--- src/ccf_pkg.sv ---
// ----------------------------------------------------------------------------
// ccf_pkg
// Constants, types and codes shared by the correlation filter modules.
// ----------------------------------------------------------------------------
package ccf_pkg;

  localparam int TAPS        = 7;
  localparam int HEAD        = TAPS - 1;
  localparam int MAX_WINDOW  = 1024;
  localparam int MIN_WINDOW  = 8;
  localparam int SAMPLE_BITS = 16;
  localparam int TAP_W       = 16;
  localparam int TAP_FRAC    = 15;
  localparam int WIN_W       = 11;
  localparam int POS_W       = $clog2(MAX_WINDOW);
  localparam int J_W         = POS_W + 1;
  localparam int TI_W        = $clog2(TAPS);
  localparam int HI_W        = $clog2(HEAD);
  localparam int K_W         = $clog2(TAPS + 2);
  localparam int K_LAST      = TAPS + 1;
  localparam int PROD_W      = SAMPLE_BITS + TAP_W;
  localparam int ACC_W       = PROD_W + $clog2(TAPS) + 1;
  localparam int CFG_IDX_W   = 3;
  localparam int CFG_DATA_W  = 16;

  localparam logic [WIN_W-1:0] WINDOW_RESET = WIN_W'(128);

  localparam logic [CFG_IDX_W-1:0] REG_WINDOW_SIZE = CFG_IDX_W'(0);
  localparam logic [CFG_IDX_W-1:0] REG_TAP_0       = CFG_IDX_W'(1);

  localparam logic signed [SAMPLE_BITS-1:0] SAT_MAX = {1'b0, {(SAMPLE_BITS-1){1'b1}}};
  localparam logic signed [SAMPLE_BITS-1:0] SAT_MIN = {1'b1, {(SAMPLE_BITS-1){1'b0}}};

  typedef struct packed {
    logic signed [SAMPLE_BITS-1:0] i;
    logic signed [SAMPLE_BITS-1:0] q;
  } sample_t;

  typedef struct packed {
    logic           load;
    logic           issue;
    logic           clear;
    logic           emit;
    logic [K_W-1:0] k;
  } ctrl_cmd_t;

  typedef struct packed {
    logic has_result;
    logic last_result;
    logic out_free;
  } dp_status_t;

endpackage

--- src/ccf_ctrl.sv ---
// ----------------------------------------------------------------------------
// ccf_ctrl
// Sequencer: takes a sample, then runs one tap-serial MAC pass per result.
// ----------------------------------------------------------------------------
module ccf_ctrl import ccf_pkg::*; (
  input  logic       clk,
  input  logic       rst,
  input  logic       in_valid,
  output logic       in_ready,
  input  dp_status_t status,
  output ctrl_cmd_t  cmd
);

  typedef enum logic [2:0] {
    ST_IDLE = 3'b001,
    ST_MAC  = 3'b010,
    ST_EMIT = 3'b100
  } state_t;

  state_t         state, state_next;
  logic [K_W-1:0] k, k_next;

  always_ff @(posedge clk) begin
    if (rst) begin
      state <= ST_IDLE;
      k     <= '0;
    end else begin
      state <= state_next;
      k     <= k_next;
    end
  end

  always_comb begin
    state_next = state;
    k_next     = k;
    cmd        = '0;
    cmd.k      = k;
    in_ready   = 1'b0;
    unique case (state)
      ST_IDLE: begin
        in_ready = 1'b1;
        cmd.load = in_valid;
        if (in_valid && status.has_result) begin
          state_next = ST_MAC;
          k_next     = '0;
        end
      end
      ST_MAC: begin
        cmd.issue = (k < K_W'(TAPS));
        cmd.clear = (k == '0);
        if (k == K_W'(K_LAST)) begin
          state_next = ST_EMIT;
        end else begin
          k_next = k + K_W'(1);
        end
      end
      ST_EMIT: begin
        if (status.out_free) begin
          cmd.emit = 1'b1;
          k_next   = '0;
          state_next = status.last_result ? ST_IDLE : ST_MAC;
        end
      end
      default: begin
        state_next = ST_IDLE;
      end
    endcase
  end

endmodule

--- src/ccf_datapath.sv ---
// ----------------------------------------------------------------------------
// ccf_datapath
// Sample stores, operand select, I/Q multiply-accumulate and output register.
// ----------------------------------------------------------------------------
module ccf_datapath import ccf_pkg::*; (
  input  logic                          clk,
  input  logic                          rst,
  input  ctrl_cmd_t                     cmd,
  output dp_status_t                    status,
  input  logic signed [SAMPLE_BITS-1:0] sample_i,
  input  logic signed [SAMPLE_BITS-1:0] sample_q,
  input  logic                          end_of_message,
  output logic                          out_valid,
  input  logic                          out_ready,
  output logic signed [SAMPLE_BITS-1:0] out_i,
  output logic signed [SAMPLE_BITS-1:0] out_q,
  output logic                          window_done,
  output logic                          message_done,
  input  logic                          cfg_write,
  input  logic [CFG_IDX_W-1:0]          cfg_index,
  input  logic [CFG_DATA_W-1:0]         cfg_data
);

  logic [WIN_W-1:0]        window_size;
  logic signed [TAP_W-1:0] tap [TAPS];
  sample_t                 head_samples [HEAD];
  sample_t                 recent_samples [TAPS];
  logic [POS_W-1:0]        position;

  logic [POS_W-1:0]        p_cur;
  logic [POS_W-1:0]        m;
  logic                    close_r;
  logic                    eom_r;

  sample_t                 op;
  logic signed [TAP_W-1:0] op_tap;
  logic                    op_vld;
  logic signed [PROD_W-1:0] prod_i, prod_q;
  logic                    prod_vld;
  logic signed [ACC_W-1:0] acc_i, acc_q;

  logic [WIN_W-1:0]        w_eff;
  logic [POS_W-1:0]        p_in;
  logic                    close_in;
  logic [J_W-1:0]          j_raw, j;
  logic [POS_W-1:0]        d;
  sample_t                 op_next;
  logic                    last_result;

  function automatic logic signed [SAMPLE_BITS-1:0] round_sat(
    input logic signed [ACC_W-1:0] a
  );
    logic signed [ACC_W:0]          v;
    logic signed [ACC_W-TAP_FRAC:0] qt;
    v  = {a[ACC_W-1], a} + (ACC_W+1)'(1 << (TAP_FRAC - 1));
    qt = v[ACC_W:TAP_FRAC];
    if (qt > SAT_MAX) begin
      return SAT_MAX;
    end else if (qt < SAT_MIN) begin
      return SAT_MIN;
    end
    return qt[SAMPLE_BITS-1:0];
  endfunction

  always_comb begin
    if (window_size < WIN_W'(MIN_WINDOW)) begin
      w_eff = WIN_W'(MIN_WINDOW);
    end else if (window_size > WIN_W'(MAX_WINDOW)) begin
      w_eff = WIN_W'(MAX_WINDOW);
    end else begin
      w_eff = window_size;
    end
    if ({1'b0, position} >= w_eff) begin
      p_in = POS_W'(w_eff - WIN_W'(1));
    end else begin
      p_in = position;
    end
    close_in = ({1'b0, p_in} == w_eff - WIN_W'(1)) || end_of_message;
  end

  assign last_result        = !close_r || (m == p_cur);
  assign status.has_result  = close_in || (p_in >= POS_W'(HEAD));
  assign status.last_result = last_result;
  assign status.out_free    = !out_valid || out_ready;

  // operand x[(m+k) mod W], zero past the last received sample
  always_comb begin
    j_raw   = {1'b0, m} + J_W'(cmd.k);
    j       = (j_raw >= w_eff) ? j_raw - w_eff : j_raw;
    d       = p_cur - j[POS_W-1:0];
    op_next = '0;
    if (j <= {1'b0, p_cur}) begin
      if (d < POS_W'(TAPS)) begin
        op_next = recent_samples[d[TI_W-1:0]];
      end else if (j < J_W'(HEAD)) begin
        op_next = head_samples[j[HI_W-1:0]];
      end
    end
  end

  always_ff @(posedge clk) begin
    if (rst) begin
      window_size <= WINDOW_RESET;
      position    <= '0;
      for (int t = 0; t < TAPS; t++) begin
        tap[t]            <= '0;
        recent_samples[t] <= '0;
      end
    end else begin
      if (cfg_write) begin
        if (cfg_index == REG_WINDOW_SIZE) begin
          window_size <= cfg_data[WIN_W-1:0];
          position    <= '0;
          for (int t = 0; t < TAPS; t++) begin
            recent_samples[t] <= '0;
          end
        end else if ({1'b0, cfg_index} <
                     (CFG_IDX_W+1)'(REG_TAP_0) + (CFG_IDX_W+1)'(TAPS)) begin
          tap[TI_W'(cfg_index - REG_TAP_0)] <= cfg_data[TAP_W-1:0];
        end
      end
      if (cmd.load) begin
        for (int t = 1; t < TAPS; t++) begin
          recent_samples[t] <= recent_samples[t-1];
        end
        recent_samples[0] <= '{i: sample_i, q: sample_q};
        position <= close_in ? '0 : p_in + POS_W'(1);
      end
      if (cmd.emit && close_r && last_result) begin
        for (int t = 0; t < TAPS; t++) begin
          recent_samples[t] <= '0;
        end
      end
    end
  end

  always_ff @(posedge clk) begin
    if (cmd.load) begin
      if (p_in < POS_W'(HEAD)) begin
        head_samples[p_in[HI_W-1:0]] <= '{i: sample_i, q: sample_q};
      end
      p_cur   <= p_in;
      close_r <= close_in;
      eom_r   <= end_of_message;
      m       <= (p_in >= POS_W'(HEAD)) ? p_in - POS_W'(HEAD) : '0;
    end else if (cmd.emit) begin
      m <= m + POS_W'(1);
    end
  end

  always_ff @(posedge clk) begin
    if (rst) begin
      op_vld   <= 1'b0;
      prod_vld <= 1'b0;
    end else begin
      op_vld   <= cmd.issue;
      prod_vld <= op_vld;
    end
  end

  always_ff @(posedge clk) begin
    op     <= op_next;
    op_tap <= tap[cmd.k[TI_W-1:0]];
    prod_i <= op.i * op_tap;
    prod_q <= op.q * op_tap;
    if (cmd.clear) begin
      acc_i <= '0;
      acc_q <= '0;
    end else if (prod_vld) begin
      acc_i <= acc_i + ACC_W'(prod_i);
      acc_q <= acc_q + ACC_W'(prod_q);
    end
  end

  always_ff @(posedge clk) begin
    if (rst) begin
      out_valid <= 1'b0;
    end else if (cmd.emit) begin
      out_valid <= 1'b1;
    end else if (out_ready) begin
      out_valid <= 1'b0;
    end
  end

  always_ff @(posedge clk) begin
    if (cmd.emit) begin
      out_i        <= round_sat(acc_i);
      out_q        <= round_sat(acc_q);
      window_done  <= close_r && last_result;
      message_done <= close_r && last_result && eom_r;
    end
  end

endmodule

--- src/block_circular_correlation_filter_top.sv ---
// ----------------------------------------------------------------------------
// block_circular_correlation_filter_top
// Windowed circular cross-correlation of complex samples with 7 real taps.
// ----------------------------------------------------------------------------
// Input channel (in_valid/in_ready): one complex sample per beat, with
// end_of_message on the last sample of a message. Output channel
// (out_valid/out_ready): one filtered sample per beat, window_done and
// message_done flag the last result of a window and of a message.
// Config: cfg_write/cfg_index/cfg_data, index 0 is window_size, 1..7 the taps;
// write only while the block is idle.
// Each result takes one tap-serial MAC pass through the single I/Q multiplier
// pair, then a load of the output register.
// A sample that yields no result is taken while the sequencer stays idle; one
// that yields a result is followed by a MAC pass; a sample that closes a
// window yields up to 7 results, one MAC pass each.
// The output register lets a new sample be taken while a result waits; a
// stalled receiver holds the next result in the sequencer until taken.
// Reset (synchronous) restores window_size 128, zero taps, an empty window
// and an empty output register.
// ----------------------------------------------------------------------------
module block_circular_correlation_filter_top import ccf_pkg::*; (
  input  logic                          clk,
  input  logic                          rst,
  input  logic                          in_valid,
  output logic                          in_ready,
  input  logic signed [SAMPLE_BITS-1:0] sample_i,
  input  logic signed [SAMPLE_BITS-1:0] sample_q,
  input  logic                          end_of_message,
  output logic                          out_valid,
  input  logic                          out_ready,
  output logic signed [SAMPLE_BITS-1:0] out_i,
  output logic signed [SAMPLE_BITS-1:0] out_q,
  output logic                          window_done,
  output logic                          message_done,
  input  logic                          cfg_write,
  input  logic [CFG_IDX_W-1:0]          cfg_index,
  input  logic [CFG_DATA_W-1:0]         cfg_data
);

  ctrl_cmd_t  cmd;
  dp_status_t status;

  ccf_ctrl u_ctrl (
    .clk      (clk),
    .rst      (rst),
    .in_valid (in_valid),
    .in_ready (in_ready),
    .status   (status),
    .cmd      (cmd)
  );

  ccf_datapath u_dp (
    .clk            (clk),
    .rst            (rst),
    .cmd            (cmd),
    .status         (status),
    .sample_i       (sample_i),
    .sample_q       (sample_q),
    .end_of_message (end_of_message),
    .out_valid      (out_valid),
    .out_ready      (out_ready),
    .out_i          (out_i),
    .out_q          (out_q),
    .window_done    (window_done),
    .message_done   (message_done),
    .cfg_write      (cfg_write),
    .cfg_index      (cfg_index),
    .cfg_data       (cfg_data)
  );

endmodule

--- config.mk ---
export PLATFORM = sky130hd
export DESIGN_NAME = block_circular_correlation_filter_top
export DESIGN_NICKNAME = d
export VERILOG_FILES = /design/src/ccf_pkg.sv /design/src/ccf_ctrl.sv /design/src/ccf_datapath.sv /design/src/block_circular_correlation_filter_top.sv
export SDC_FILE = /design/constraint.sdc
export NUM_CORES = 2
export LEC_CHECK = 0
export BUFFER_PORTS_ARGS = -buffer_cell sky130_fd_sc_hd__buf_2
export CORE_MARGIN = 1.5
export CORE_UTILIZATION = 65
export CTS_CLUSTER_DIAMETER = 50
export DETAILED_ROUTE_END_ITERATION = 8
export GPL_TIMING_DRIVEN = 0
export PLACE_DENSITY = 0.78
export SLEW_MARGIN = 40
export SYNTH_ARGS = -nofsm -noshare
export SYNTH_HDL_FRONTEND = slang
export SYNTH_HIERARCHICAL = 1
export SYNTH_SLANG_ARGS = --single-unit
export TNS_END_PERCENT = 50
--- constraint.sdc ---
create_clock -name clk -period 15.25 [get_ports clk]
set_input_delay 3.05 -clock clk [delete_from_list [all_inputs] [get_ports clk]]
set_output_delay 3.05 -clock clk [all_outputs]
set_load 0.02 [all_outputs]
[Word-level counts from Yosys, hierarchy flattened]
Memories as Yosys holds them, arrays and structs flattened. A register that Yosys moved wholly into a read port is not among the register bits.
Index checks and enable logic that the tools add are counted.
Word-level totals
  bits in registers: 255
  bits in writable memories: 528
  input port bits: 57
  output and inout port bits: 36
  logic and storage cells: 193
  memories kept: 3
Memories
  u_dp.recent_samples: words 7, bits a word 32, read ports 7, clocked after Yosys merged registers in 0, write ports 7, line ccf_datapath.sv:27  | sample_t recent_samples [TAPS];
  u_dp.head_samples: words 6, bits a word 32, read ports 1, clocked after Yosys merged registers in 0, write ports 1, line ccf_datapath.sv:26  | sample_t head_samples [HEAD];
  u_dp.tap: words 7, bits a word 16, read ports 1, clocked after Yosys merged registers in 1, write ports 7, line ccf_datapath.sv:25  | logic signed [TAP_W-1:0] tap [TAPS];
Operators by class
  $add $sub $neg: 13
  multiply operators: 2
  order comparisons: 14
  eq/ne operators: 10
  mux-type cells: 84
  bitwise gates (word level): 22
  reductions and logical operators: 24
Operator list (number)
  $mux 32: 23
  $mux 16: 7
  $mux 10: 8
  $add 36x16->37 const B: 2
  $add 36x32->36: 2
  $mul 16x16->32: 2
  $gt 22x16->1 const B: 2
  $lt 22x16->1 const B: 2
  $mux 1: 33
  $mux 11: 3
  $or 1x1->1: 21
  $add 10x1->10 const B: 2
  $lt 10x3->1 const B: 2
  $reduce_or 16->1: 1
  $mux 3: 4
  $mux 4: 3
  $pmux 4 s3: 1
  $add 10x4->11: 1
  $eq 10x11->1: 1
  $ge 10x11->1: 1
  $ge 11x11->1: 1
  $gt 11x11->1 const B: 1
  $le 11x10->1: 1
  $lt 11x3->1 const B: 1
  other kinds (30): 44

[Logic depth before layout (Yosys ltp)]
  depth after elaboration: 11
  depth in mapped cells: 33
  mapped depth without buffers: 30

[Cells and area by module]
The synthesis kept the hierarchy.
Modules (own cells, without submodules)
  ccf_datapath: times used 1, cells each 5281, area each 56425.4 um^2, seq. area each 20739.9 um^2
  ccf_ctrl: times used 1, cells each 53, area each 506.7 um^2, seq. area each 140.1 um^2

[Least setup slack after synthesis]
Ideal clock, no wire load.
  kind: register to register
  start: register u_ctrl.k[1]
  end: register u_dp/op[20] (netlist bit)
  setup time: 0.130 ns
  data arrival time: 6.450 ns
  data required time: 15.120 ns
  slack: 8.670 ns
  cell stages (with the launch flop): 29
  path buffers: 5
  period minus slack after synthesis: 6.580 ns
  cells stage by stage: dfxtp_1 clkbuf_1 clkbuf_1 inv_1 fa_1 nor2b_1 o21ai_0 nand2b_1 nor2b_1 nand3_1 xnor2_1 ha_1 nand4_1 nor2_1 a41oi_1 o21a_1 nand2_2 nand2_1 a21boi_1 clkbuf_1 ha_1 inv_1 fa_1 xor2_1 buf_2 buf_2 mux4_2 mux2i_1 o31ai_1
Between the ends
  longest elaborated chain between the ends: 6
  elaborated cells between the ends (all ways): 12
  those cells by class: 3 x add/sub; 4 x order compare; 3 x mux; 2 x memory
RTL lines
  from (decl): line ccf_ctrl.sv:21  | logic [K_W-1:0] k, k_next;
  from (signal assigned): line ccf_ctrl.sv:29  | k <= k_next;
  $add 10x4->11 *: line ccf_datapath.sv:88  | j_raw = {1'b0, m} + J_W'(cmd.k);
  $sub 11x11->11 / $ge 11x11->1 (equally long branches): line ccf_datapath.sv:89  | j = (j_raw >= w_eff) ? j_raw - w_eff : j_raw;
  $mux 11 *: line ccf_datapath.sv:89
  $sub 10x10->10 (tied with other cells): line ccf_datapath.sv:90  | d = p_cur - j[POS_W-1:0];
  $lt 10x3->1 (tied with other cells): line ccf_datapath.sv:93  | if (d < POS_W'(TAPS)) begin
  $mux 32: line ccf_datapath.sv:93
  to (signal assigned): line ccf_datapath.sv:162  | op <= op_next;
  to (decl): line ccf_datapath.sv:35  | sample_t op;
Every way passes the cells marked *; elsewhere a longest branch is shown, timed or not.
A chain may end at the register's enable or synchronous reset.

[Worst setup path after layout]
  start: register u_ctrl.k[1]
  end: register u_dp/op[16] (netlist bit)
The elaborated chain is that of the path after synthesis.

==> impl_metrics.yaml <==
synth:
  syn_area_sq_um: 56900
  synth_top_family_by_area: "adder cells"
  syn-num-nets: 6211
  synth_compound_gate_area_share_pct: 9.95
  yosys-mux-area-fraction_pct: 6.27
  synth_top_area_share_pct: 24.1
  synth_xor_area_share_pct: 3.47
  avgSynthCellArea_sq_um: 10.7
  yosysSeqAreaShare_pct: 36.7
  yosysWarnings: 6
  async_reset_ff_share_pct: 0
  ys_ff_latch: 815
  synth.largest_area_cell: "edfxtp_1"
  yosys.area_share.simple_pct: 12.5
  synth_cells: 5334
  ys_types: 106
  synth_edf_count: 456
  synthFlopType: "edfxtp_1"
  synthTopCellsByArea: "edfxtp_1 24%, fa_1 19%, dfxtp_1 13%, ha_1 6.4%, inv_1 4.4%"
  synth_fa_ha_area_share_pct: 25.0
critical_path:
  ff2ff_path_depth: 28
  crit_slowest_cell: "clkbuf_1"
  cp-start-kind: "register"
  critPathMaxStageDelay_ps: 740
  cp_top_family: "buffers and inverters"
  cp.required_ps: 15780
  worstPathBufferInverterCount: 7
  endpoint_kind: "register"
  path_depth: 28
  cp_max_fo: 10
  cpMostUsedCell: "clkbuf_1"
  critical_path_class: "register to register"
  r2r-start: "u_ctrl/k[1]"
  reg2reg_setup_slack_ps: 5850
  cp.arrival_ps: 9940
  regToRegEndpoint: "u_dp/op[16]"
flow_run:
  cap_viol_max_count: 0
drt:
  firstDrtPassIters: 6
  drt_iter0_drc: 3357
  via_per_inst: 5.98
  wl_per_cell_um: 21.1
  ant_nets: 0
  vias: 40500
  drcViolationCount: 0
  wl_um: 143000
cts:
  cts_setup_buffers: 0
  ctsHoldBuffers: 0
  cts_tree: "built"
  clk_path_buf_depth: 3
  worstSkewPairLatency_ps: 720
  htree_levels: 3
  clock-sinks: 815
  cts.clk_slew.worst_paths_ps: 60
  cts_buffers: 94
  root_buffer: "clkbuf_16"
  cts-resized-gates: 0
timing:
  worst_pin_slew_ps: 942
  finalSetupTns_ps: 0
  rsz0062_at_grt: "no"
  period_share_pct: 61.7
  max_clock_freq_mhz: 106
  slew_headroom_pct: 37.2
  clock_skew_ps: 59.1
  final.min_clock_period_ps: 9400
  setup-violations-final: 0
  hold_viol: 0
  maxSlewViolCount: 0
placement:
  place.gp.congestion: 0.966
  dp_hpwl_um: 109000
  port_buffers: 92
die:
  die_x_um: 299
  rows: 108
  coreArea_sq_um: 86800
  die_area_sq_um: 89400
  start_util_pct: 65.6
  die_y_um: 299
  io_pins: 93
global_route:
  grt_max_degree: 39
  grt_pass1_wl_um: 225000
  grt_usage_pct: 32.5
  first_global_vias: 41900
  grt_overflow: 0
  antenna_found_initial: 6
power_and_ir_drop:
  ir_drop_mv: 0.195
  power_leakage_nw: 26.2
  power_density_nw_per_um2: 164
min_path:
  min_delay_path_depth: 2
  worstHoldStart: "u_dp/acc_i[4]"
  hold_end: "u_dp/acc_i[4]"
  min_path_type: "register to register"
cells_and_area:
  area_growth_pct: 9.50
  nFillCells: 6207
  drive_above_1_share_pct: 7.89
  fin_nets: 6410
  multi_input_area_sq_um: 32600
  utilization_pct: 71.9
  seqCellArea_sq_um: 20900
run_status:
  status: "completed"
[worst max-delay path by stage]
stage,startpoint,to,slack (ps)
floorplan,u_ctrl/k[1],u_dp/op[20],8670
global placement,u_ctrl/k[1],u_dp/op[16],5980
detailed placement,u_ctrl/k[1],u_dp/op[16],6160
CTS,u_ctrl/k[1],u_dp/op[16],6120
global route,u_ctrl/k[1],u_dp/op[19],5650
finish,u_ctrl/k[1],u_dp/op[16],5850
[cell families after synthesis]
| kind of cell | Yosys count |
|---|---|
| AND/OR/NAND/NOR | 1462 |
| buffers and inverters | 917 |
| AO/OA/AOI/OAI | 824 |
| adder cells (fa/ha/maj) | 820 |
| flip-flops | 815 |
| multiplexers | 271 |
| XOR/XNOR | 225 |
[registers in the layout (all words and copies together), names as in the netlist, 3 cells and up]
name and count:
u_dp/recent_samples 224, u_dp/acc_i 36, u_dp/position 10, u_ctrl/state 3
u_dp/out_i 16, u_ctrl/k 4, u_dp/m 10, u_dp/op_tap 16
u_dp/prod_q 32, u_dp/head_samples 192, u_dp/p_cur 10, u_dp/window_size 11
u_dp/prod_i 32, u_dp/out_q 16, u_dp/op 32, u_dp/tap 128
u_dp/acc_q 36
[cell type report]
class	instances	share of cell area (%)
diodes	1	0.00401
plain buffers	246	1.59
clock buffers	128	4.21
clock inverters	50	0.963
inverters	671	4.04
multi-input cells	3602	52.3
flip-flops and latches	815	33.5
well taps	1155	2.32
repair buffers	103	1.04
[cells in the final DEF (no fill, tap or decap), drive strengths merged, types with 21 or more instances in the layout]
cell      n
a211oi   90
a21o     60
a21oi   163
a22o    132
and2    331
and3     26
buf     143
clkbuf  334
clkinv   29
dfxtp   359
edfxtp  456
fa      529
ha      291
inv     683
mux2     24
mux2i   183
mux4     64
nand2   480
nand2b   43
nand3    60
nor2    356
nor2b    29
nor3     50
o211ai   44
o21a     29
o21ai   154
o21bai   21
o31ai    46
xnor2   161
xor2     64
[power by group]
part	internal, W	total, W	switching, W
Sequential	0.00273	0.00301	0.000281
Combinational	0.00192	0.00494	0.00302
Clock	0.00133	0.00230	0.000963
[layer usage]
metal / track usage [%] / vias up / routed length, um
li1: - / 18400 / -
met5: 0 / - / 31
met1: 41.1 / 20000 / 54500
met3: 5.41 / 396 / 11200
met4: 14.6 / 6 / 6920
met2: 55.2 / 1702 / 70000
[stage by stage]
step | instance area, sq um | setup slack [ps] | hold slack, ps | std cells | power [W]
global route | 62300 | 5650 | 499 | 6770 | 0.0108
CTS | 62300 | 6120 | 476 | 6767 | 0.0102
global placement | 58800 | 5980 | 454 | 6581 | 0.00775
detailed placement | 59100 | 6160 | 468 | 6589 | 0.00790
floorplan | 56900 | 8670 | 414 | 5334 | 0.00655
finish | 62300 | 5850 | 478 | 6771 | 0.0102
[worst reg2reg max path: cells and delay by family, from the launching register on]
| kind | cells | cell delay [ps] |
|---|---|---|
| multiplexers | 1 | 100 |
| AND/OR/NAND/NOR | 8 | 1080 |
| adder cells (fa/ha/maj) | 4 | 1520 |
| XOR/XNOR | 2 | 1090 |
| AO/OA/AOI/OAI | 6 | 1890 |
| buffers and inverters | 7 | 3060 |
| flip-flops | 1 | 500 |
[Yosys cell counts (all sizes together), types with 21 or more instances]
| library cell | n |
|---|---|
| a211oi | 90 |
| a21o | 60 |
| a21oi | 163 |
| a22o | 132 |
| and2 | 331 |
| and3 | 26 |
| buf | 42 |
| clkbuf | 204 |
| dfxtp | 359 |
| edfxtp | 456 |
| fa | 529 |
| ha | 291 |
| inv | 670 |
| mux2 | 24 |
| mux2i | 183 |
| mux4 | 64 |
| nand2 | 480 |
| nand2b | 43 |
| nand3 | 60 |
| nor2 | 356 |
| nor2b | 29 |
| nor3 | 50 |
| o211ai | 44 |
| o21a | 29 |
| o21ai | 154 |
| o21bai | 21 |
| o31ai | 46 |
| xnor2 | 161 |
| xor2 | 64 |
No activity file was read; power rests on OpenSTA's default activity.
